===== src/sv/assert_macros.svh =====
// Assertion helpers used by the top-level engine.
`ifndef ASSERT_MACROS_SVH
`define ASSERT_MACROS_SVH

// Same-cycle implication, sampled on clk, off while rst_n is low.
`define ACPE_ASSERT_IMP(lbl, ante, cons) \
  lbl: assert property (@(posedge clk) disable iff (!rst_n) (ante) |-> (cons)) \
    else $error("implication check failed");

// Next-cycle implication, sampled on clk, off while rst_n is low.
`define ACPE_ASSERT_NXT(lbl, ante, cons) \
  lbl: assert property (@(posedge clk) disable iff (!rst_n) (ante) |=> (cons)) \
    else $error("next-cycle check failed");

`endif


===== src/sv/acpe_pkg.sv =====
package acpe_pkg;

  localparam int SCHED_WORDS64_DEF = 30;
  localparam int QDEPTH = 4;
  localparam int QAW = 2;
  localparam int QCW = 3;

  typedef enum logic [2:0] {
    CFG_KEY0   = 3'd0,
    CFG_KEY1   = 3'd1,
    CFG_KEY2   = 3'd2,
    CFG_KEY3   = 3'd3,
    CFG_KMODE  = 3'd4,
    CFG_IV_HI  = 3'd5,
    CFG_IV_LO  = 3'd6
  } cfg_idx_t;

  typedef enum logic [1:0] {B_IDLE, B_LOAD, B_ROUND, B_EMIT} back_state_t;
  typedef enum logic {KS_IDLE, KS_RUN} ks_state_t;

  typedef struct packed {
    logic         dec;
    logic         final_blk;
    logic         last;
    logic [127:0] blk;
  } entry_t;

  typedef struct packed {
    logic           empty;
    logic [QCW-1:0] count;
  } front_stat_t;

  typedef struct packed {
    logic idle;
    logic pop;
  } back_stat_t;

  localparam logic [7:0] SBOX [256] = '{
    8'h63,8'h7c,8'h77,8'h7b,8'hf2,8'h6b,8'h6f,8'hc5,8'h30,8'h01,8'h67,8'h2b,8'hfe,8'hd7,8'hab,8'h76,
    8'hca,8'h82,8'hc9,8'h7d,8'hfa,8'h59,8'h47,8'hf0,8'had,8'hd4,8'ha2,8'haf,8'h9c,8'ha4,8'h72,8'hc0,
    8'hb7,8'hfd,8'h93,8'h26,8'h36,8'h3f,8'hf7,8'hcc,8'h34,8'ha5,8'he5,8'hf1,8'h71,8'hd8,8'h31,8'h15,
    8'h04,8'hc7,8'h23,8'hc3,8'h18,8'h96,8'h05,8'h9a,8'h07,8'h12,8'h80,8'he2,8'heb,8'h27,8'hb2,8'h75,
    8'h09,8'h83,8'h2c,8'h1a,8'h1b,8'h6e,8'h5a,8'ha0,8'h52,8'h3b,8'hd6,8'hb3,8'h29,8'he3,8'h2f,8'h84,
    8'h53,8'hd1,8'h00,8'hed,8'h20,8'hfc,8'hb1,8'h5b,8'h6a,8'hcb,8'hbe,8'h39,8'h4a,8'h4c,8'h58,8'hcf,
    8'hd0,8'hef,8'haa,8'hfb,8'h43,8'h4d,8'h33,8'h85,8'h45,8'hf9,8'h02,8'h7f,8'h50,8'h3c,8'h9f,8'ha8,
    8'h51,8'ha3,8'h40,8'h8f,8'h92,8'h9d,8'h38,8'hf5,8'hbc,8'hb6,8'hda,8'h21,8'h10,8'hff,8'hf3,8'hd2,
    8'hcd,8'h0c,8'h13,8'hec,8'h5f,8'h97,8'h44,8'h17,8'hc4,8'ha7,8'h7e,8'h3d,8'h64,8'h5d,8'h19,8'h73,
    8'h60,8'h81,8'h4f,8'hdc,8'h22,8'h2a,8'h90,8'h88,8'h46,8'hee,8'hb8,8'h14,8'hde,8'h5e,8'h0b,8'hdb,
    8'he0,8'h32,8'h3a,8'h0a,8'h49,8'h06,8'h24,8'h5c,8'hc2,8'hd3,8'hac,8'h62,8'h91,8'h95,8'he4,8'h79,
    8'he7,8'hc8,8'h37,8'h6d,8'h8d,8'hd5,8'h4e,8'ha9,8'h6c,8'h56,8'hf4,8'hea,8'h65,8'h7a,8'hae,8'h08,
    8'hba,8'h78,8'h25,8'h2e,8'h1c,8'ha6,8'hb4,8'hc6,8'he8,8'hdd,8'h74,8'h1f,8'h4b,8'hbd,8'h8b,8'h8a,
    8'h70,8'h3e,8'hb5,8'h66,8'h48,8'h03,8'hf6,8'h0e,8'h61,8'h35,8'h57,8'hb9,8'h86,8'hc1,8'h1d,8'h9e,
    8'he1,8'hf8,8'h98,8'h11,8'h69,8'hd9,8'h8e,8'h94,8'h9b,8'h1e,8'h87,8'he9,8'hce,8'h55,8'h28,8'hdf,
    8'h8c,8'ha1,8'h89,8'h0d,8'hbf,8'he6,8'h42,8'h68,8'h41,8'h99,8'h2d,8'h0f,8'hb0,8'h54,8'hbb,8'h16
  };

  localparam logic [7:0] INV_SBOX [256] = '{
    8'h52,8'h09,8'h6a,8'hd5,8'h30,8'h36,8'ha5,8'h38,8'hbf,8'h40,8'ha3,8'h9e,8'h81,8'hf3,8'hd7,8'hfb,
    8'h7c,8'he3,8'h39,8'h82,8'h9b,8'h2f,8'hff,8'h87,8'h34,8'h8e,8'h43,8'h44,8'hc4,8'hde,8'he9,8'hcb,
    8'h54,8'h7b,8'h94,8'h32,8'ha6,8'hc2,8'h23,8'h3d,8'hee,8'h4c,8'h95,8'h0b,8'h42,8'hfa,8'hc3,8'h4e,
    8'h08,8'h2e,8'ha1,8'h66,8'h28,8'hd9,8'h24,8'hb2,8'h76,8'h5b,8'ha2,8'h49,8'h6d,8'h8b,8'hd1,8'h25,
    8'h72,8'hf8,8'hf6,8'h64,8'h86,8'h68,8'h98,8'h16,8'hd4,8'ha4,8'h5c,8'hcc,8'h5d,8'h65,8'hb6,8'h92,
    8'h6c,8'h70,8'h48,8'h50,8'hfd,8'hed,8'hb9,8'hda,8'h5e,8'h15,8'h46,8'h57,8'ha7,8'h8d,8'h9d,8'h84,
    8'h90,8'hd8,8'hab,8'h00,8'h8c,8'hbc,8'hd3,8'h0a,8'hf7,8'he4,8'h58,8'h05,8'hb8,8'hb3,8'h45,8'h06,
    8'hd0,8'h2c,8'h1e,8'h8f,8'hca,8'h3f,8'h0f,8'h02,8'hc1,8'haf,8'hbd,8'h03,8'h01,8'h13,8'h8a,8'h6b,
    8'h3a,8'h91,8'h11,8'h41,8'h4f,8'h67,8'hdc,8'hea,8'h97,8'hf2,8'hcf,8'hce,8'hf0,8'hb4,8'he6,8'h73,
    8'h96,8'hac,8'h74,8'h22,8'he7,8'had,8'h35,8'h85,8'he2,8'hf9,8'h37,8'he8,8'h1c,8'h75,8'hdf,8'h6e,
    8'h47,8'hf1,8'h1a,8'h71,8'h1d,8'h29,8'hc5,8'h89,8'h6f,8'hb7,8'h62,8'h0e,8'haa,8'h18,8'hbe,8'h1b,
    8'hfc,8'h56,8'h3e,8'h4b,8'hc6,8'hd2,8'h79,8'h20,8'h9a,8'hdb,8'hc0,8'hfe,8'h78,8'hcd,8'h5a,8'hf4,
    8'h1f,8'hdd,8'ha8,8'h33,8'h88,8'h07,8'hc7,8'h31,8'hb1,8'h12,8'h10,8'h59,8'h27,8'h80,8'hec,8'h5f,
    8'h60,8'h51,8'h7f,8'ha9,8'h19,8'hb5,8'h4a,8'h0d,8'h2d,8'he5,8'h7a,8'h9f,8'h93,8'hc9,8'h9c,8'hef,
    8'ha0,8'he0,8'h3b,8'h4d,8'hae,8'h2a,8'hf5,8'hb0,8'hc8,8'heb,8'hbb,8'h3c,8'h83,8'h53,8'h99,8'h61,
    8'h17,8'h2b,8'h04,8'h7e,8'hba,8'h77,8'hd6,8'h26,8'he1,8'h69,8'h14,8'h63,8'h55,8'h21,8'h0c,8'h7d
  };

  localparam logic [7:0] RCON_FIRST = 8'h01;
  localparam logic [7:0] PAD_FULL   = 8'h10;

  function automatic logic [7:0] xtime(input logic [7:0] x);
    return {x[6:0], 1'b0} ^ (x[7] ? 8'h1b : 8'h00);
  endfunction

  function automatic logic [31:0] sub_word(input logic [31:0] t);
    return {SBOX[t[31:24]], SBOX[t[23:16]], SBOX[t[15:8]], SBOX[t[7:0]]};
  endfunction

  // Clamp the key length mode to what the round key store can hold.
  function automatic logic [1:0] eff_mode(input logic [1:0] mode, input int sw);
    logic [1:0] m;
    m = (mode == 2'd3) ? 2'd2 : mode;
    if (m == 2'd2 && sw < 30) m = 2'd1;
    if (m == 2'd1 && sw < 26) m = 2'd0;
    return m;
  endfunction

  function automatic logic [127:0] enc_round(input logic [127:0] s, input logic [127:0] rk,
                                             input logic last);
    logic [7:0] b [16];
    logic [7:0] t [16];
    logic [7:0] a0, all;
    logic [127:0] r;
    for (int k = 0; k < 16; k++) b[k] = SBOX[s[127-8*k -: 8]];
    for (int c = 0; c < 4; c++)
      for (int w = 0; w < 4; w++) t[4*c+w] = b[4*((c+w)%4)+w];
    if (!last) begin
      for (int c = 0; c < 4; c++) begin
        a0  = t[4*c];
        all = t[4*c] ^ t[4*c+1] ^ t[4*c+2] ^ t[4*c+3];
        t[4*c]   = t[4*c]   ^ xtime(t[4*c]   ^ t[4*c+1]) ^ all;
        t[4*c+1] = t[4*c+1] ^ xtime(t[4*c+1] ^ t[4*c+2]) ^ all;
        t[4*c+2] = t[4*c+2] ^ xtime(t[4*c+2] ^ t[4*c+3]) ^ all;
        t[4*c+3] = t[4*c+3] ^ xtime(t[4*c+3] ^ a0) ^ all;
      end
    end
    for (int k = 0; k < 16; k++) r[127-8*k -: 8] = t[k];
    return r ^ rk;
  endfunction

  function automatic logic [7:0] gm9(input logic [7:0] x);
    return xtime(xtime(xtime(x))) ^ x;
  endfunction
  function automatic logic [7:0] gmb(input logic [7:0] x);
    return xtime(xtime(xtime(x))) ^ xtime(x) ^ x;
  endfunction
  function automatic logic [7:0] gmd(input logic [7:0] x);
    return xtime(xtime(xtime(x))) ^ xtime(xtime(x)) ^ x;
  endfunction
  function automatic logic [7:0] gme(input logic [7:0] x);
    return xtime(xtime(xtime(x))) ^ xtime(xtime(x)) ^ xtime(x);
  endfunction

  function automatic logic [127:0] dec_round(input logic [127:0] s, input logic [127:0] rk,
                                             input logic mix);
    logic [7:0] b [16];
    logic [7:0] t [16];
    logic [7:0] a, e, f, g;
    logic [127:0] r;
    for (int c = 0; c < 4; c++)
      for (int w = 0; w < 4; w++) t[4*((c+w)%4)+w] = s[127-8*(4*c+w) -: 8];
    for (int k = 0; k < 16; k++) b[k] = INV_SBOX[t[k]] ^ rk[127-8*k -: 8];
    if (mix) begin
      for (int c = 0; c < 4; c++) begin
        a = b[4*c]; e = b[4*c+1]; f = b[4*c+2]; g = b[4*c+3];
        b[4*c]   = gme(a) ^ gmb(e) ^ gmd(f) ^ gm9(g);
        b[4*c+1] = gm9(a) ^ gme(e) ^ gmb(f) ^ gmd(g);
        b[4*c+2] = gmd(a) ^ gm9(e) ^ gme(f) ^ gmb(g);
        b[4*c+3] = gmb(a) ^ gmd(e) ^ gm9(f) ^ gme(g);
      end
    end
    for (int k = 0; k < 16; k++) r[127-8*k -: 8] = b[k];
    return r;
  endfunction

endpackage


===== src/sv/acpe_keysched.sv =====
module acpe_keysched #(
  parameter int SCHED_WORDS64 = acpe_pkg::SCHED_WORDS64_DEF
) (
  input  logic                                  clk,
  input  logic                                  rst_n,
  input  logic                                  cfg_we,
  input  logic [2:0]                            cfg_index,
  input  logic [63:0]                           cfg_wdata,
  input  logic [$clog2(SCHED_WORDS64/2)-1:0]    rd_addr,
  output logic [127:0]                          rk_q,
  output logic [3:0]                            rounds,
  output logic                                  busy
);
  import acpe_pkg::*;

  localparam int ROWS = SCHED_WORDS64 / 2;
  localparam int AW   = $clog2(ROWS);
  localparam int IW   = $clog2(2 * SCHED_WORDS64);

  logic [127:0]  mem [ROWS];
  logic [63:0]   key_r [4];
  logic [1:0]    mode_r;
  ks_state_t     st_r, st_nxt;
  logic [IW-1:0] i_r, i_nxt;
  logic [2:0]    col_r, col_nxt;
  logic [7:0]    rcon_r, rcon_nxt;
  logic [31:0]   win_r [8];
  logic [95:0]   row_r;
  logic [1:0]    m;
  logic [3:0]    nk;
  logic [IW-1:0] total;
  logic [63:0]   kw;
  logic [31:0]   t, w;
  logic          key_wr;

  assign m      = eff_mode(mode_r, SCHED_WORDS64);
  assign nk     = 4'd4 + {1'b0, m, 1'b0};
  assign rounds = 4'd10 + {1'b0, m, 1'b0};
  assign total  = IW'({rounds, 2'b00}) + IW'(4);
  assign busy   = (st_r == KS_RUN);
  assign key_wr = cfg_we && (cfg_index == CFG_KEY0 || cfg_index == CFG_KEY1 ||
                  cfg_index == CFG_KEY2 || cfg_index == CFG_KEY3 || cfg_index == CFG_KMODE);

  always_comb begin
    kw = key_r[i_r[2:1]];
    t  = win_r[0];
    if (IW'(nk) > i_r) begin
      w = i_r[0] ? kw[31:0] : kw[63:32];
    end else begin
      if (col_r == 3'd0) begin
        t = sub_word({t[23:0], t[31:24]}) ^ {rcon_r, 24'h0};
      end else if (nk == 4'd8 && col_r == 3'd4) begin
        t = sub_word(t);
      end
      unique case (m)
        2'd0:    w = win_r[3] ^ t;
        2'd1:    w = win_r[5] ^ t;
        default: w = win_r[7] ^ t;
      endcase
    end
  end

  always_comb begin
    st_nxt   = st_r;
    i_nxt    = i_r;
    col_nxt  = col_r;
    rcon_nxt = rcon_r;
    if (key_wr) begin
      st_nxt   = KS_RUN;
      i_nxt    = '0;
      col_nxt  = '0;
      rcon_nxt = RCON_FIRST;
    end else if (st_r == KS_RUN) begin
      i_nxt   = i_r + IW'(1);
      col_nxt = (col_r == 3'(nk - 4'd1)) ? 3'd0 : col_r + 3'd1;
      if (IW'(nk) <= i_r && col_r == 3'd0) rcon_nxt = xtime(rcon_r);
      if (i_r == total - IW'(1)) st_nxt = KS_IDLE;
    end
  end

  always_ff @(posedge clk) begin
    if (!rst_n) begin
      st_r   <= KS_RUN;
      i_r    <= '0;
      col_r  <= '0;
      rcon_r <= RCON_FIRST;
      mode_r <= '0;
      for (int k = 0; k < 4; k++) key_r[k] <= '0;
    end else begin
      st_r   <= st_nxt;
      i_r    <= i_nxt;
      col_r  <= col_nxt;
      rcon_r <= rcon_nxt;
      if (cfg_we) begin
        unique case (cfg_index)
          CFG_KEY0:  key_r[0] <= cfg_wdata;
          CFG_KEY1:  key_r[1] <= cfg_wdata;
          CFG_KEY2:  key_r[2] <= cfg_wdata;
          CFG_KEY3:  key_r[3] <= cfg_wdata;
          CFG_KMODE: mode_r   <= cfg_wdata[1:0];
          default:   ;
        endcase
      end
    end
  end

  // Word window and row assembly; the row is written on its fourth word.
  always_ff @(posedge clk) begin
    if (st_r == KS_RUN && !key_wr) begin
      win_r[0] <= w;
      for (int k = 1; k < 8; k++) win_r[k] <= win_r[k-1];
      row_r <= {row_r[63:0], w};
      if (i_r[1:0] == 2'b11) mem[i_r[AW+1:2]] <= {row_r, w};
    end
  end

  always_ff @(posedge clk) begin
    rk_q <= mem[rd_addr];
  end

endmodule


===== config.mk =====
export PLATFORM = sky130hd
export DESIGN_NAME = acpe_keysched
export DESIGN_NICKNAME = d
export VERILOG_FILES = /design/src/sv/assert_macros.svh /design/src/sv/acpe_pkg.sv /design/src/sv/acpe_keysched.sv
export SDC_FILE = /design/constraint.sdc
export NUM_CORES = 2
export LEC_CHECK = 0
export BUFFER_PORTS_ARGS = -buffer_cell sky130_fd_sc_hd__buf_4
export CORE_ASPECT_RATIO = 0.7
export CORE_UTILIZATION = 25
export CTS_CLUSTER_DIAMETER = 150
export DETAILED_ROUTE_END_ITERATION = 6
export MAX_ROUTING_LAYER = met4
export PLACE_DENSITY = 0.43
export SYNTH_ARGS = -nofsm -noshare
export SYNTH_HDL_FRONTEND = slang
export SYNTH_SLANG_ARGS = --single-unit

===== constraint.sdc =====
create_clock -name clk -period 11.1 [get_ports clk]
set_clock_uncertainty 0.15 [all_clocks]
set_input_delay 1.665 -clock clk [delete_from_list [all_inputs] [get_ports clk]]
set_output_delay 1.665 -clock clk [all_outputs]
set_load 0.1 [all_outputs]

==> results.cfg <==
[clock_network]
htree_levels = 5
cts_resized = 0
cts_tree = built
cts_sinks = 2582
postCtsHoldBufs = 0
cts_root_buffer = clkbuf_16
cts.path.max_buffers = 4
post-cts-setup-buffer-count = 0
cts_buffers = 282
insertion_delay_ns = 0.97
clk_pin_slew_ns = 0.06

[setup_path]
critPathLaunchType = flip-flop
crit_fanout = 87
cp_data_required_time_ns = 11.47
worstPathArrival_ns = 7.60
crit_type = reg -> reg
r2r_slack_ns = 3.87
ff2ff_path_depth = 11
endpoint_kind = flip-flop

[routing]
ant_nets = 0
drc = 0
first_iter_violations = 7177
avgRoutedWirePerCell_um = 29.7
vias = 64242
drt_pass1_iterations = 7
via_per_inst = 4.98
wl_um = 383000

[logic_synthesis]
yosys-top-cells-area = edfxtp_1, mux4_2, dfxtp_1
synth_edf_count = 2432
synth_seq_area_share = 0.688
synth-seq-cells = 2582
synth_compound_area_frac = 0.0705
ys_types = 95
synthArstFlopShare = 0
syn_inst = 6651
synth_top_family_by_area = multiplexers
yosys-top-cells-count = edfxtp_1, mux4_2, nand2_1, o21ai_0, clkbuf_1
yosys.area_share.adder = 0.00747
synthesis.area_um2 = 111000
yosysMostFrequentCell = edfxtp_1
synth_flop_cell = edfxtp_1
synth_top_area_frac = 0.661
synth_area_leader_cell = edfxtp_1
synthSimpleGateAreaFrac = 0.0648
avgSynthCellArea_um2 = 16.6
synth.area.mux_share = 0.142
synth_xor_area_frac = 0.00491
synth_warnings = 0
synth_nets = 6791

[timing]
slew_viol_final = 0
fin_crit_sh = 0.651
timing.final.hold_violations = 0
slew-limit-headroom = 0.0269
setup_viol = 0
min_period_ns = 7.23
worstMarginPinSlew_ns = 1.46
setup_tns_ns = 0
rsz0062_at_grt = no
fmax_ghz = 0.138

[layout]
final_nets = 6943
fill_cells = 43563
syn_to_final_growth_pct = 15.9
drive_gt1_frac = 0.212
stdcell_count = 12892
fin_util = 0.292

[global_route]
grt_overflow = 0
grt_max_degree = 165
grt.total_usage = 0.173
grt_pass1_wl_um = 533000
antenna_found_initial = 39
grt_pass1_vias = 64667

[floorplanning]
start_util = 0.252
dieArea_um2 = 445000
io_pins = 207
coreArea_um2 = 438000
rows = 203
die_h_um = 558
die_width_um = 797

[pwr]
power.density_nw_per_um2 = 201
ir_drop_mv = 0.127
leakagePower_nw = 40.8

[worst_hold_path]
whs_path_depth = 0
min_path_type = reg -> reg

[place]
io_buffers = 204
gp_congestion = 0.929
hpwl_um = 224000
placed_cells = 12360

[outcome]
status = complete, no violations

[flow_run]
maxCapViolations = 0
## flip-flops by register name, indices dropped and copies added, names as in the netlist, named ones only
name / cells
rcon_r: 8
mem: 1920
busy: 1
win_r: 161
rk_q: 128
mode_r: 2
col_r: 3
i_r: 6
row_r: 95
key_r: 256
## kinds of logic (layout without fill, tap and decap cells)
family / count (synthesis) / count (layout)
buffers and inverters: 570 / 948
flip-flops: 2582 / 2582
multiplexers: 806 / 806
adder cells (fa/ha/maj): 66 / 66
AO/OA/AOI/OAI: 1182 / 1182
AND/OR/NAND/NOR: 1381 / 1381
other: 2 / 23
XOR/XNOR: 62 / 62
## placed cells by master (no fill, tap or decap), types with 145 or more instances in the layout
master	instances
dfxtp_1	145
nor2_1	175
o21ai_0	325
nand2_1	358
and2_1	290
buf_4	357
mux2i_1	186
edfxtp_1	2432
mux4_2	609
clkbuf_16	287
a21oi_1	233
## per-layer routing
metal  up-vias  global-route usage  wire, µm
met3       461              0.0364     27300
met5         -                   -         0
li1      27019                   -         -
met4         0              0.0384      8950
met1     34470               0.250    182000
met2      2292               0.249    165000
## critical path, stage by stage (launching register included)
cell	delay, ns
edfxtp_1	0.32
buf_4	0.50
buf_4	0.84
inv_1	0.76
a21oi_1	0.92
nor3_1	0.10
a31oi_1	0.29
a211oi_1	0.20
o31ai_1	1.07
a21oi_1	0.20
xnor2_1	0.19
a21oi_1	1.12
## power breakdown
group	switching, mW	leakage (nW)	internal, mW	total (mW)
clock	4.04	4.41	5.28	9.32
combinational	3.44	12.7	1.36	4.80
sequential	0.330	23.6	11.3	11.6
total	7.81	40.8	17.9	25.7
## cell type report
class / count / area, µm² / share of cell area
antenna: 21 / 52.6 / 0.000410
clock buffer: 365 / 7620 / 0.0595
multi-input combinational: 3499 / 32300 / 0.252
tap: 5842 / 7310 / 0.0570
timing repair buffer: 384 / 3200 / 0.0250
clock inverter: 145 / 1420 / 0.0111
inverter: 54 / 203 / 0.00158
sequential: 2582 / 76000 / 0.593
## worst paths after layout
| check | start | to |
|---|---|---|
| setup / recovery | row_r[3] | mem[8][8] |
| hold / removal | win_r[1][22] | win_r[1][54] |
| setup reg to reg | row_r[3] | mem[8][8] |
| hold reg to reg | win_r[1][22] | win_r[1][54] |
## per-stage QoR
step	hold slack (ns)	cell area (µm²)	setup WS (ns)	total power, mW
3_3_place_gp	0.251	119000	4.04	16.6
3_5_place_dp	0.255	119000	4.12	16.5
2_1_floorplan	0.250	111000	2.63	14.5
6_report	0.241	128000	3.87	25.7
4_1_cts	0.249	128000	4.04	26.0
5_1_grt	0.266	128000	3.72	26.6
Note: power is estimated with default switching activity, not from simulation.
