[config.mk]
export PLATFORM = sky130hd
export DESIGN_NAME = acpe_front
export DESIGN_NICKNAME = d
export VERILOG_FILES = /design/src/sv/assert_macros.svh /design/src/sv/acpe_pkg.sv /design/src/sv/acpe_front.sv
export SDC_FILE = /design/constraint.sdc
export NUM_CORES = 1
export LEC_CHECK = 0
export ABC_AREA = 1
export BUFFER_PORTS_ARGS = -buffer_cell sky130_fd_sc_hd__buf_2
export CAP_MARGIN = 20
export CORE_MARGIN = 3
export CORE_UTILIZATION = 44
export DETAILED_ROUTE_END_ITERATION = 8
export PLACE_DENSITY = 0.71
export SYNTH_ARGS = -nofsm -noshare
export SYNTH_HDL_FRONTEND = slang
export SYNTH_SLANG_ARGS = --single-unit
[constraint.sdc]
create_clock -name clk -period 3.7 [get_ports clk]
set_input_delay 0.74 -clock clk [delete_from_list [all_inputs] [get_ports clk]]
set_output_delay 0.74 -clock clk [all_outputs]
set_load 0.02 [all_outputs]
[src/sv/assert_macros.svh]
// Assertion helpers used by the top-level engine.
`ifndef ASSERT_MACROS_SVH
`define ASSERT_MACROS_SVH

// Same-cycle implication, sampled on clk, off while rst_n is low.
`define ACPE_ASSERT_IMP(lbl, ante, cons) \
  lbl: assert property (@(posedge clk) disable iff (!rst_n) (ante) |-> (cons)) \
    else $error("implication check failed");

// Next-cycle implication, sampled on clk, off while rst_n is low.
`define ACPE_ASSERT_NXT(lbl, ante, cons) \
  lbl: assert property (@(posedge clk) disable iff (!rst_n) (ante) |=> (cons)) \
    else $error("next-cycle check failed");

`endif

[src/sv/acpe_pkg.sv]
package acpe_pkg;

  localparam int SCHED_WORDS64_DEF = 30;
  localparam int QDEPTH = 4;
  localparam int QAW = 2;
  localparam int QCW = 3;

  typedef enum logic [2:0] {
    CFG_KEY0   = 3'd0,
    CFG_KEY1   = 3'd1,
    CFG_KEY2   = 3'd2,
    CFG_KEY3   = 3'd3,
    CFG_KMODE  = 3'd4,
    CFG_IV_HI  = 3'd5,
    CFG_IV_LO  = 3'd6
  } cfg_idx_t;

  typedef enum logic [1:0] {B_IDLE, B_LOAD, B_ROUND, B_EMIT} back_state_t;
  typedef enum logic {KS_IDLE, KS_RUN} ks_state_t;

  typedef struct packed {
    logic         dec;
    logic         final_blk;
    logic         last;
    logic [127:0] blk;
  } entry_t;

  typedef struct packed {
    logic           empty;
    logic [QCW-1:0] count;
  } front_stat_t;

  typedef struct packed {
    logic idle;
    logic pop;
  } back_stat_t;

  localparam logic [7:0] SBOX [256] = '{
    8'h63,8'h7c,8'h77,8'h7b,8'hf2,8'h6b,8'h6f,8'hc5,8'h30,8'h01,8'h67,8'h2b,8'hfe,8'hd7,8'hab,8'h76,
    8'hca,8'h82,8'hc9,8'h7d,8'hfa,8'h59,8'h47,8'hf0,8'had,8'hd4,8'ha2,8'haf,8'h9c,8'ha4,8'h72,8'hc0,
    8'hb7,8'hfd,8'h93,8'h26,8'h36,8'h3f,8'hf7,8'hcc,8'h34,8'ha5,8'he5,8'hf1,8'h71,8'hd8,8'h31,8'h15,
    8'h04,8'hc7,8'h23,8'hc3,8'h18,8'h96,8'h05,8'h9a,8'h07,8'h12,8'h80,8'he2,8'heb,8'h27,8'hb2,8'h75,
    8'h09,8'h83,8'h2c,8'h1a,8'h1b,8'h6e,8'h5a,8'ha0,8'h52,8'h3b,8'hd6,8'hb3,8'h29,8'he3,8'h2f,8'h84,
    8'h53,8'hd1,8'h00,8'hed,8'h20,8'hfc,8'hb1,8'h5b,8'h6a,8'hcb,8'hbe,8'h39,8'h4a,8'h4c,8'h58,8'hcf,
    8'hd0,8'hef,8'haa,8'hfb,8'h43,8'h4d,8'h33,8'h85,8'h45,8'hf9,8'h02,8'h7f,8'h50,8'h3c,8'h9f,8'ha8,
    8'h51,8'ha3,8'h40,8'h8f,8'h92,8'h9d,8'h38,8'hf5,8'hbc,8'hb6,8'hda,8'h21,8'h10,8'hff,8'hf3,8'hd2,
    8'hcd,8'h0c,8'h13,8'hec,8'h5f,8'h97,8'h44,8'h17,8'hc4,8'ha7,8'h7e,8'h3d,8'h64,8'h5d,8'h19,8'h73,
    8'h60,8'h81,8'h4f,8'hdc,8'h22,8'h2a,8'h90,8'h88,8'h46,8'hee,8'hb8,8'h14,8'hde,8'h5e,8'h0b,8'hdb,
    8'he0,8'h32,8'h3a,8'h0a,8'h49,8'h06,8'h24,8'h5c,8'hc2,8'hd3,8'hac,8'h62,8'h91,8'h95,8'he4,8'h79,
    8'he7,8'hc8,8'h37,8'h6d,8'h8d,8'hd5,8'h4e,8'ha9,8'h6c,8'h56,8'hf4,8'hea,8'h65,8'h7a,8'hae,8'h08,
    8'hba,8'h78,8'h25,8'h2e,8'h1c,8'ha6,8'hb4,8'hc6,8'he8,8'hdd,8'h74,8'h1f,8'h4b,8'hbd,8'h8b,8'h8a,
    8'h70,8'h3e,8'hb5,8'h66,8'h48,8'h03,8'hf6,8'h0e,8'h61,8'h35,8'h57,8'hb9,8'h86,8'hc1,8'h1d,8'h9e,
    8'he1,8'hf8,8'h98,8'h11,8'h69,8'hd9,8'h8e,8'h94,8'h9b,8'h1e,8'h87,8'he9,8'hce,8'h55,8'h28,8'hdf,
    8'h8c,8'ha1,8'h89,8'h0d,8'hbf,8'he6,8'h42,8'h68,8'h41,8'h99,8'h2d,8'h0f,8'hb0,8'h54,8'hbb,8'h16
  };

  localparam logic [7:0] INV_SBOX [256] = '{
    8'h52,8'h09,8'h6a,8'hd5,8'h30,8'h36,8'ha5,8'h38,8'hbf,8'h40,8'ha3,8'h9e,8'h81,8'hf3,8'hd7,8'hfb,
    8'h7c,8'he3,8'h39,8'h82,8'h9b,8'h2f,8'hff,8'h87,8'h34,8'h8e,8'h43,8'h44,8'hc4,8'hde,8'he9,8'hcb,
    8'h54,8'h7b,8'h94,8'h32,8'ha6,8'hc2,8'h23,8'h3d,8'hee,8'h4c,8'h95,8'h0b,8'h42,8'hfa,8'hc3,8'h4e,
    8'h08,8'h2e,8'ha1,8'h66,8'h28,8'hd9,8'h24,8'hb2,8'h76,8'h5b,8'ha2,8'h49,8'h6d,8'h8b,8'hd1,8'h25,
    8'h72,8'hf8,8'hf6,8'h64,8'h86,8'h68,8'h98,8'h16,8'hd4,8'ha4,8'h5c,8'hcc,8'h5d,8'h65,8'hb6,8'h92,
    8'h6c,8'h70,8'h48,8'h50,8'hfd,8'hed,8'hb9,8'hda,8'h5e,8'h15,8'h46,8'h57,8'ha7,8'h8d,8'h9d,8'h84,
    8'h90,8'hd8,8'hab,8'h00,8'h8c,8'hbc,8'hd3,8'h0a,8'hf7,8'he4,8'h58,8'h05,8'hb8,8'hb3,8'h45,8'h06,
    8'hd0,8'h2c,8'h1e,8'h8f,8'hca,8'h3f,8'h0f,8'h02,8'hc1,8'haf,8'hbd,8'h03,8'h01,8'h13,8'h8a,8'h6b,
    8'h3a,8'h91,8'h11,8'h41,8'h4f,8'h67,8'hdc,8'hea,8'h97,8'hf2,8'hcf,8'hce,8'hf0,8'hb4,8'he6,8'h73,
    8'h96,8'hac,8'h74,8'h22,8'he7,8'had,8'h35,8'h85,8'he2,8'hf9,8'h37,8'he8,8'h1c,8'h75,8'hdf,8'h6e,
    8'h47,8'hf1,8'h1a,8'h71,8'h1d,8'h29,8'hc5,8'h89,8'h6f,8'hb7,8'h62,8'h0e,8'haa,8'h18,8'hbe,8'h1b,
    8'hfc,8'h56,8'h3e,8'h4b,8'hc6,8'hd2,8'h79,8'h20,8'h9a,8'hdb,8'hc0,8'hfe,8'h78,8'hcd,8'h5a,8'hf4,
    8'h1f,8'hdd,8'ha8,8'h33,8'h88,8'h07,8'hc7,8'h31,8'hb1,8'h12,8'h10,8'h59,8'h27,8'h80,8'hec,8'h5f,
    8'h60,8'h51,8'h7f,8'ha9,8'h19,8'hb5,8'h4a,8'h0d,8'h2d,8'he5,8'h7a,8'h9f,8'h93,8'hc9,8'h9c,8'hef,
    8'ha0,8'he0,8'h3b,8'h4d,8'hae,8'h2a,8'hf5,8'hb0,8'hc8,8'heb,8'hbb,8'h3c,8'h83,8'h53,8'h99,8'h61,
    8'h17,8'h2b,8'h04,8'h7e,8'hba,8'h77,8'hd6,8'h26,8'he1,8'h69,8'h14,8'h63,8'h55,8'h21,8'h0c,8'h7d
  };

  localparam logic [7:0] RCON_FIRST = 8'h01;
  localparam logic [7:0] PAD_FULL   = 8'h10;

  function automatic logic [7:0] xtime(input logic [7:0] x);
    return {x[6:0], 1'b0} ^ (x[7] ? 8'h1b : 8'h00);
  endfunction

  function automatic logic [31:0] sub_word(input logic [31:0] t);
    return {SBOX[t[31:24]], SBOX[t[23:16]], SBOX[t[15:8]], SBOX[t[7:0]]};
  endfunction

  // Clamp the key length mode to what the round key store can hold.
  function automatic logic [1:0] eff_mode(input logic [1:0] mode, input int sw);
    logic [1:0] m;
    m = (mode == 2'd3) ? 2'd2 : mode;
    if (m == 2'd2 && sw < 30) m = 2'd1;
    if (m == 2'd1 && sw < 26) m = 2'd0;
    return m;
  endfunction

  function automatic logic [127:0] enc_round(input logic [127:0] s, input logic [127:0] rk,
                                             input logic last);
    logic [7:0] b [16];
    logic [7:0] t [16];
    logic [7:0] a0, all;
    logic [127:0] r;
    for (int k = 0; k < 16; k++) b[k] = SBOX[s[127-8*k -: 8]];
    for (int c = 0; c < 4; c++)
      for (int w = 0; w < 4; w++) t[4*c+w] = b[4*((c+w)%4)+w];
    if (!last) begin
      for (int c = 0; c < 4; c++) begin
        a0  = t[4*c];
        all = t[4*c] ^ t[4*c+1] ^ t[4*c+2] ^ t[4*c+3];
        t[4*c]   = t[4*c]   ^ xtime(t[4*c]   ^ t[4*c+1]) ^ all;
        t[4*c+1] = t[4*c+1] ^ xtime(t[4*c+1] ^ t[4*c+2]) ^ all;
        t[4*c+2] = t[4*c+2] ^ xtime(t[4*c+2] ^ t[4*c+3]) ^ all;
        t[4*c+3] = t[4*c+3] ^ xtime(t[4*c+3] ^ a0) ^ all;
      end
    end
    for (int k = 0; k < 16; k++) r[127-8*k -: 8] = t[k];
    return r ^ rk;
  endfunction

  function automatic logic [7:0] gm9(input logic [7:0] x);
    return xtime(xtime(xtime(x))) ^ x;
  endfunction
  function automatic logic [7:0] gmb(input logic [7:0] x);
    return xtime(xtime(xtime(x))) ^ xtime(x) ^ x;
  endfunction
  function automatic logic [7:0] gmd(input logic [7:0] x);
    return xtime(xtime(xtime(x))) ^ xtime(xtime(x)) ^ x;
  endfunction
  function automatic logic [7:0] gme(input logic [7:0] x);
    return xtime(xtime(xtime(x))) ^ xtime(xtime(x)) ^ xtime(x);
  endfunction

  function automatic logic [127:0] dec_round(input logic [127:0] s, input logic [127:0] rk,
                                             input logic mix);
    logic [7:0] b [16];
    logic [7:0] t [16];
    logic [7:0] a, e, f, g;
    logic [127:0] r;
    for (int c = 0; c < 4; c++)
      for (int w = 0; w < 4; w++) t[4*((c+w)%4)+w] = s[127-8*(4*c+w) -: 8];
    for (int k = 0; k < 16; k++) b[k] = INV_SBOX[t[k]] ^ rk[127-8*k -: 8];
    if (mix) begin
      for (int c = 0; c < 4; c++) begin
        a = b[4*c]; e = b[4*c+1]; f = b[4*c+2]; g = b[4*c+3];
        b[4*c]   = gme(a) ^ gmb(e) ^ gmd(f) ^ gm9(g);
        b[4*c+1] = gm9(a) ^ gme(e) ^ gmb(f) ^ gmd(g);
        b[4*c+2] = gmd(a) ^ gm9(e) ^ gme(f) ^ gmb(g);
        b[4*c+3] = gmb(a) ^ gmd(e) ^ gm9(f) ^ gme(g);
      end
    end
    for (int k = 0; k < 16; k++) r[127-8*k -: 8] = b[k];
    return r;
  endfunction

endpackage

[src/sv/acpe_front.sv]
module acpe_front (
  input  logic                  clk,
  input  logic                  rst_n,
  input  logic                  in_valid,
  output logic                  in_stall,
  input  logic                  in_kind,
  input  logic [63:0]           in_block_high,
  input  logic [63:0]           in_block_low,
  input  logic                  in_message_end,
  input  logic [4:0]            in_byte_count,
  input  logic                  key_busy,
  input  logic                  pop,
  output acpe_pkg::entry_t      head,
  output acpe_pkg::front_stat_t stat
);
  import acpe_pkg::*;

  entry_t         q_r [QDEPTH];
  logic [QAW-1:0] rd_r, wr_r;
  logic [QCW-1:0] cnt_r, cnt_nxt;
  logic           acc, pair;
  logic [4:0]     nbytes;
  logic [7:0]     padv;
  entry_t         e0, e1;

  assign in_stall   = key_busy || (cnt_r > QCW'(QDEPTH - 2));
  assign acc        = in_valid && !in_stall;
  assign head       = q_r[rd_r];
  assign stat.empty = (cnt_r == '0);
  assign stat.count = cnt_r;

  // Classify: pad a short final encrypt block, queue a full one plus an all-pad block.
  always_comb begin
    nbytes = (in_byte_count > 5'd16) ? 5'd16 : in_byte_count;
    padv   = 8'(5'd16 - nbytes);
    pair   = !in_kind && in_message_end && (nbytes == 5'd16);
    e0.dec       = in_kind;
    e0.final_blk = in_message_end && !pair;
    e0.last      = !pair;
    e0.blk       = {in_block_high, in_block_low};
    if (!in_kind && in_message_end && nbytes != 5'd16) begin
      for (int k = 0; k < 16; k++)
        if (5'(k) >= nbytes) e0.blk[127-8*k -: 8] = padv;
    end
    e1.dec       = 1'b0;
    e1.final_blk = 1'b1;
    e1.last      = 1'b1;
    e1.blk       = {16{PAD_FULL}};
  end

  always_comb begin
    cnt_nxt = cnt_r;
    if (acc) cnt_nxt = cnt_nxt + (pair ? QCW'(2) : QCW'(1));
    if (pop) cnt_nxt = cnt_nxt - QCW'(1);
  end

  always_ff @(posedge clk) begin
    if (!rst_n) begin
      rd_r  <= '0;
      wr_r  <= '0;
      cnt_r <= '0;
    end else begin
      cnt_r <= cnt_nxt;
      if (pop) rd_r <= rd_r + QAW'(1);
      if (acc) wr_r <= wr_r + (pair ? QAW'(2) : QAW'(1));
    end
  end

  always_ff @(posedge clk) begin
    if (acc) begin
      q_r[wr_r] <= e0;
      if (pair) q_r[wr_r + QAW'(1)] <= e1;
    end
  end

endmodule

==> impl_metrics.tcl, run 1 <==
set metrics [dict create \
    syn-num-nets 3526 \
    syn_inst 3379 \
    dp_cells 4138 \
    core_region_area_um2 52800 \
    critical-path-max-stage-delay_ps 380 \
    yosys_warnings 0 \
    clk_root_buffer_cell "clkbuf_16" \
    num-nets-final 3655 \
    cts_sinks 533 \
    layout_commonest_cell "nor2_1" \
    power_switching_uw 6140 \
    post_drt_via_cell_ratio 5.59 \
    fin_worst_hold_slack_ps 414 \
    cts_tree "done" \
    cp_slowest_cell "o21ai_1" \
    die_x_um 237 \
    timing_hold_violations_final 0 \
    final_cell_mix "nor2_1 (606), o21ai_0 (604), dfxtp_1 (531)" \
    initialDrtViolationCount 2502 \
    cp_data_required_time_ps 4240 \
    postCtsSetupRepairBufs 0 \
    setup.worst_path.end_class "flip-flop" \
    fraction_of_layout_cells_with_a_size_suffix_above_1_pct 12.9 \
    worst_path_most_repeated_cell "nand2_1" \
    synth_seq_area_share_pct 45.3 \
    fin_crit_sh_pct 86.6 \
    post_synthesis_register_bit_count 533 \
    cts.htree.levels 2 \
    fin_crit_ps 3200 \
    fin_util_pct 51.5 \
    clock_power_share_pct 28.9 \
    switching_share_pct 32.4 \
    post-route-drc-count 0 \
    worst_skew_pair.late_latency_ps 600 \
    cts_made_buffers 56 \
    worst_r2r_path_depth 6 \
    global_route.overflow_total 0 \
    grt_setup_unrepaired "false" \
    place_congestion 0.827 \
    first_global_vias 21204 \
    max_freq_mhz 312 \
    detail_route.wirelength_um 81100 \
    grt_pass1_wl_um 124000 \
    die_area_um2 56400 \
    critical_path.n_buffers_inverters 4 \
    maxSlewHeadroom_pct 32.3 \
    cts_hold_buf 0 \
    p_total_uw 18900 \
    internal-power_uw 12800 \
    maxCapViolCount 0 \
    hold_path_depth 2 \
    clk_transition_reported_paths_ps 60 \
    worst-path-stages 17 \
    maxSlewViolCount 0 \
    p_leak_uw 0.0126 \
    place_hpwl_um 47100 \
    drtAntennaViolNets 0 \
    initial_antenna_violation_count 4 \
    timing.critical_path.max_delay_family "simple AND/OR/NAND/NOR gates" \
    timing.critical_path.from_type "input pin" \
    io_pins 276 \
    number_of_library_cell_types_mapped_by_synthesis 36 \
    path_class "in -> reg" \
    placementRows 84 \
    max-clock-path-buffers 3 \
    start_util_pct 44.7 \
    final_cells 4234 \
    vdd_drop_max_v 0.000381 \
    place.port_buffers 275 \
    holdCritPathClass "in -> reg" \
    num_vias 23678 \
    path_cells "buf_2, nor2_1, nand2_1, nand2_2, nand2_1, ha_1, inv_1, nor2_1, ha_1, nand3b_1, nor2_1, nand2_1, inv_2, nand2_1, o21ai_1, o21ai_0, inv_1" \
    worst_pin_slew_ps 1020 \
    seq_power_share_pct 45.2 \
    cp_max_fo 12 \
    worst_ep_arrival_time_ps 3750 \
    flow.area_growth_from_synthesis_pct 15.3 \
    gr-usage-all-layers_pct 27.6 \
    run_status "completed" \
    power_density_nw_per_um2 697 \
    synthesis.area_per_instance_um2 6.97 \
    grt_max_degree 147 \
    postCtsResizedCells 0 \
    fin_skew_ps 7.86 \
    drtPass1Iterations 6 \
    synthesis.area_um2 23600 \
    drt-wirelength-per-cell_um 19.1 \
    setup_viol_count_final 0 \
    fp.dieH_um 237 \
    combPwrFrac_pct 25.9 \
]
## cells in the mapped netlist
cell | count | area, µm²
a211oi_1 | 1 | 7.51
a21o_1 | 4 | 30.0
a21oi_1 | 328 | 1640
a31oi_1 | 4 | 25.0
buf_1 | 3 | 11.3
buf_2 | 111 | 556
buf_4 | 2 | 15.0
clkbuf_1 | 142 | 533
clkbuf_2 | 1 | 5.00
clkinv_1 | 3 | 11.3
dfxtp_1 | 533 | 10700
ha_1 | 7 | 87.6
inv_1 | 213 | 800
inv_2 | 14 | 52.6
nand2_1 | 418 | 1570
nand2_2 | 9 | 56.3
nand2_4 | 1 | 11.3
nand3_1 | 152 | 761
nand3_4 | 1 | 17.5
nand3b_1 | 4 | 30.0
nand4_1 | 5 | 31.3
nor2_1 | 606 | 2270
nor2_2 | 2 | 12.5
nor2_4 | 1 | 11.3
nor3_1 | 5 | 25.0
nor3_2 | 1 | 10.0
nor3_4 | 3 | 48.8
o211ai_1 | 17 | 128
o21a_1 | 1 | 7.51
o21ai_0 | 604 | 3020
o21ai_1 | 37 | 185
o21bai_1 | 2 | 15.0
o22ai_1 | 132 | 826
o31ai_1 | 1 | 7.51
or2_2 | 10 | 62.6
xor2_1 | 1 | 8.76
## power groups by stage
| stage | Combinational [µW] | Sequential [µW] | Clock, µW |
|---|---|---|---|
| floorplan | 3640 | 8410 | 0 |
| global placement | 4790 | 8570 | 0 |
| detailed placement | 4890 | 8600 | 0 |
| CTS | 4910 | 8510 | 5570 |
| global route | 5560 | 8750 | 5790 |
| finish | 4910 | 8560 | 5480 |
## per-layer routing
layer	vias to the layer above	global-route usage (%)	routed length (µm)
met2	1051	44.4	37300
met5	-	0	41
met1	11010	38.2	34800
met3	125	4.47	6860
met4	6	8.65	2070
li1	11486	-	-
## state kept, by name (all words and copies together), names as in the netlist, named ones only
signal	count
cnt_r	3
q_r	524
rd_r	2
wr_r	2
## layout make-up
type                            count  area, µm²
Antenna cell                        1       2.50
Clock buffer                       82       1640
Clock inverter                     13        115
Fill cell                        5247      25600
Inverter                          230        873
Multi-Input combinational cell   2357      10900
Sequential cell                   533      10700
Tap cell                          688        861
Timing Repair Buffer              330       2060
## logic make-up after synthesis
family,synth area share (%)
DFF,45.3
AOI/OAI and AO/OA,25.0
buffers and inverters,8.42
adders and majority gates,0.372
xor gates and xnor gates,0.0372
and+or+nand+nor,20.9
## path summary, 6_finish.rpt
kind	from	to	slack (ps)
setup reg to reg	cnt_r[2]$_SDFF_PN0_	q_r[3][63]$_SDFFE_PP0P_	1250
setup / recovery	in_byte_count[0]	q_r[3][80]$_SDFFE_PP0P_	500
hold / removal	pop	cnt_r[0]$_SDFF_PN0_	410
hold reg to reg	rd_r[1]$_SDFFE_PN0P_	flip-flop	430
## metrics by stage
stage          worst slack (ps)  TNS [ps]  area, µm²
2_1_floorplan               495         0      23600
3_3_place_gp                121         0      25400
3_5_place_dp              -4.25     -5.00      25400
4_1_cts                     565         0      27200
5_1_grt                     231         0      27200
6_report                    497         0      27200
(Power assumes the default switching activity.)
==> run 2: changes to the inputs <==
- CTS_CLUSTER_DIAMETER: unset -> 40
- REMOVE_ABC_BUFFERS: unset -> 1
==> impl_metrics.tcl, run 2 (synthesis results as in run 1) <==
set metrics [dict create \
    start_util_pct 44.7 \
    place_congestion 0.855 \
    area_taken_by_multi_input_logic_gates_um2 10900 \
    io_pins 276 \
    vdd_drop_max_v 0.000611 \
    grt_max_degree 158 \
    place_hpwl_um 48100 \
    seq_power_share_pct 39.2 \
    core_region_area_um2 52800 \
    fp.dieH_um 237 \
    post_drt_via_cell_ratio 5.59 \
    timing.critical_path.from_type "flip-flop" \
    setup.worst_path.end_class "output port" \
    internal-power_uw 15000 \
    combPwrFrac_pct 22.5 \
    drt-wirelength-per-cell_um 19.1 \
    cp_max_fo 59 \
    worst_pin_slew_ps 948 \
    worst_skew_pair.late_latency_ps 620 \
    flow.area_growth_from_synthesis_pct 21.1 \
    maxSlewHeadroom_pct 36.7 \
    num_vias 24106 \
    path_class "reg -> out" \
    global_route.overflow_total 0 \
    clk_root_buffer_cell "clkbuf_16" \
    final_cell_mix "nor2_1 (606), o21ai_0 (604), dfxtp_1 (531)" \
    postPlaceCellArea_um2 25500 \
    max_freq_mhz 303 \
    fin_worst_hold_slack_ps 418 \
    cp_data_required_time_ps 2960 \
    postCtsSetupRepairBufs 0 \
    reg2reg_from "cnt_r[2]$_SDFF_PN0_" \
    initialDrtViolationCount 2384 \
    largest_reg_flops 524 \
    cts_made_buffers 84 \
    layout_commonest_cell "nor2_1" \
    cts.htree.levels 3 \
    hold_path_startpoint "in_kind" \
    fin_skew_ps 19.9 \
    registers.top_by_ff_count "q_r" \
    die_area_um2 56400 \
    grt_pass1_wl_um 125000 \
    worst_ep_arrival_time_ps 2560 \
    max-clock-path-buffers 3 \
    fin_crit_sh_pct 89.1 \
    cts_tree "done" \
    postCtsResizedCells 0 \
    drtAntennaViolNets 0 \
    layout.area.seq_um2 10700 \
    run_status "completed" \
    num-nets-final 3699 \
    totalNegativeSetupSlack_ps 0 \
    timing_hold_violations_final 0 \
    power_density_nw_per_um2 766 \
    fillerInstances 5102 \
    holdCritPathClass "in -> reg" \
    gr-usage-all-layers_pct 28.1 \
    drtPass1Iterations 5 \
    first_global_vias 21738 \
    fraction_of_layout_cells_with_a_size_suffix_above_1_pct 15.0 \
    post-route-cell-area_um2 28500 \
    setup_viol_count_final 0 \
    die_x_um 237 \
    power_switching_uw 6840 \
    placementRows 84 \
    clk_transition_reported_paths_ps 50 \
    maxSlewViolCount 0 \
    p_leak_uw 0.0132 \
    grt_setup_unrepaired "false" \
    place.port_buffers 275 \
    detail_route.wirelength_um 82500 \
    fin_crit_ps 3300 \
    switching_share_pct 31.3 \
    initial_antenna_violation_count 7 \
    cts_hold_buf 0 \
    cts_sinks 533 \
    top_registers "q_r: 524 flops, cnt_r: 3 flops" \
    post-route-drc-count 0 \
    clock_power_share_pct 38.3 \
    maxCapViolCount 0 \
]
==> run 2: final timing paths <==
kind / slack [ps] / endpoint / cells past startpoint
worst max register to register: 1380 / q_r[2][57]$_SDFFE_PP0P_ / 9
worst max-delay path: 400 / head[76] / 5
worst min-delay path: 420 / q_r[3][130]$_SDFFE_PP0P_ / 3
worst min register to register: 460 / q_r[3][129]$_SDFFE_PP1P_ / 2
==> run 2: metrics by stage <==
| stage | cells | setup slack, ps | util, % | power (µW) |
|---|---|---|---|---|
| after CTS | 4309 | 398 | 54.1 | 21900 |
| after global routing | 4309 | 338 | 54.1 | 23100 |
| after floorplan | 3120 | -7230 | - | 12000 |
| final | 4312 | 405 | 54.1 | 21900 |
| after detailed placement | 4154 | 206 | 48.4 | 13500 |
| after global placement | 4154 | 191 | 48.4 | 13400 |
==> run 2: layer usage <==
metal	global-route usage (%)	vias up	routed length (µm)
met1	37.5	11170	34900
met5	0	-	68
met4	11.0	10	3020
met2	44.9	1091	37500
met3	5.70	202	7030
li1	-	11633	-
==> run 2: cell type report <==
| cell class | instances | area share [%] |
|---|---|---|
| Sequential cell | 533 | 37.4 |
| Tap cell | 688 | 3.02 |
| Timing Repair Buffer | 346 | 7.61 |
| Antenna cell | 3 | 0.0263 |
| Clock buffer | 93 | 7.70 |
| Clock inverter | 62 | 2.86 |
| Inverter | 230 | 3.06 |
| Multi-Input combinational cell | 2357 | 38.3 |
==> run 2: critical path, cell delays in order (launching register included) <==
cell and delay [ps]:
dfxtp_4 370, inv_4 590, buf_4 340, o21ai_0 110, o22ai_1 280, buf_2 240
==> run 2: power by group through the flow <==
stage                     clock [µW]  combinational, µW  sequential [µW]
after floorplan                    0               3580             8460
after global placement             0               4780             8570
after detailed placement           0               4870             8600
after CTS                       8470               4910             8520
after global routing            8780               5540             8750
final                           8380               4920             8560
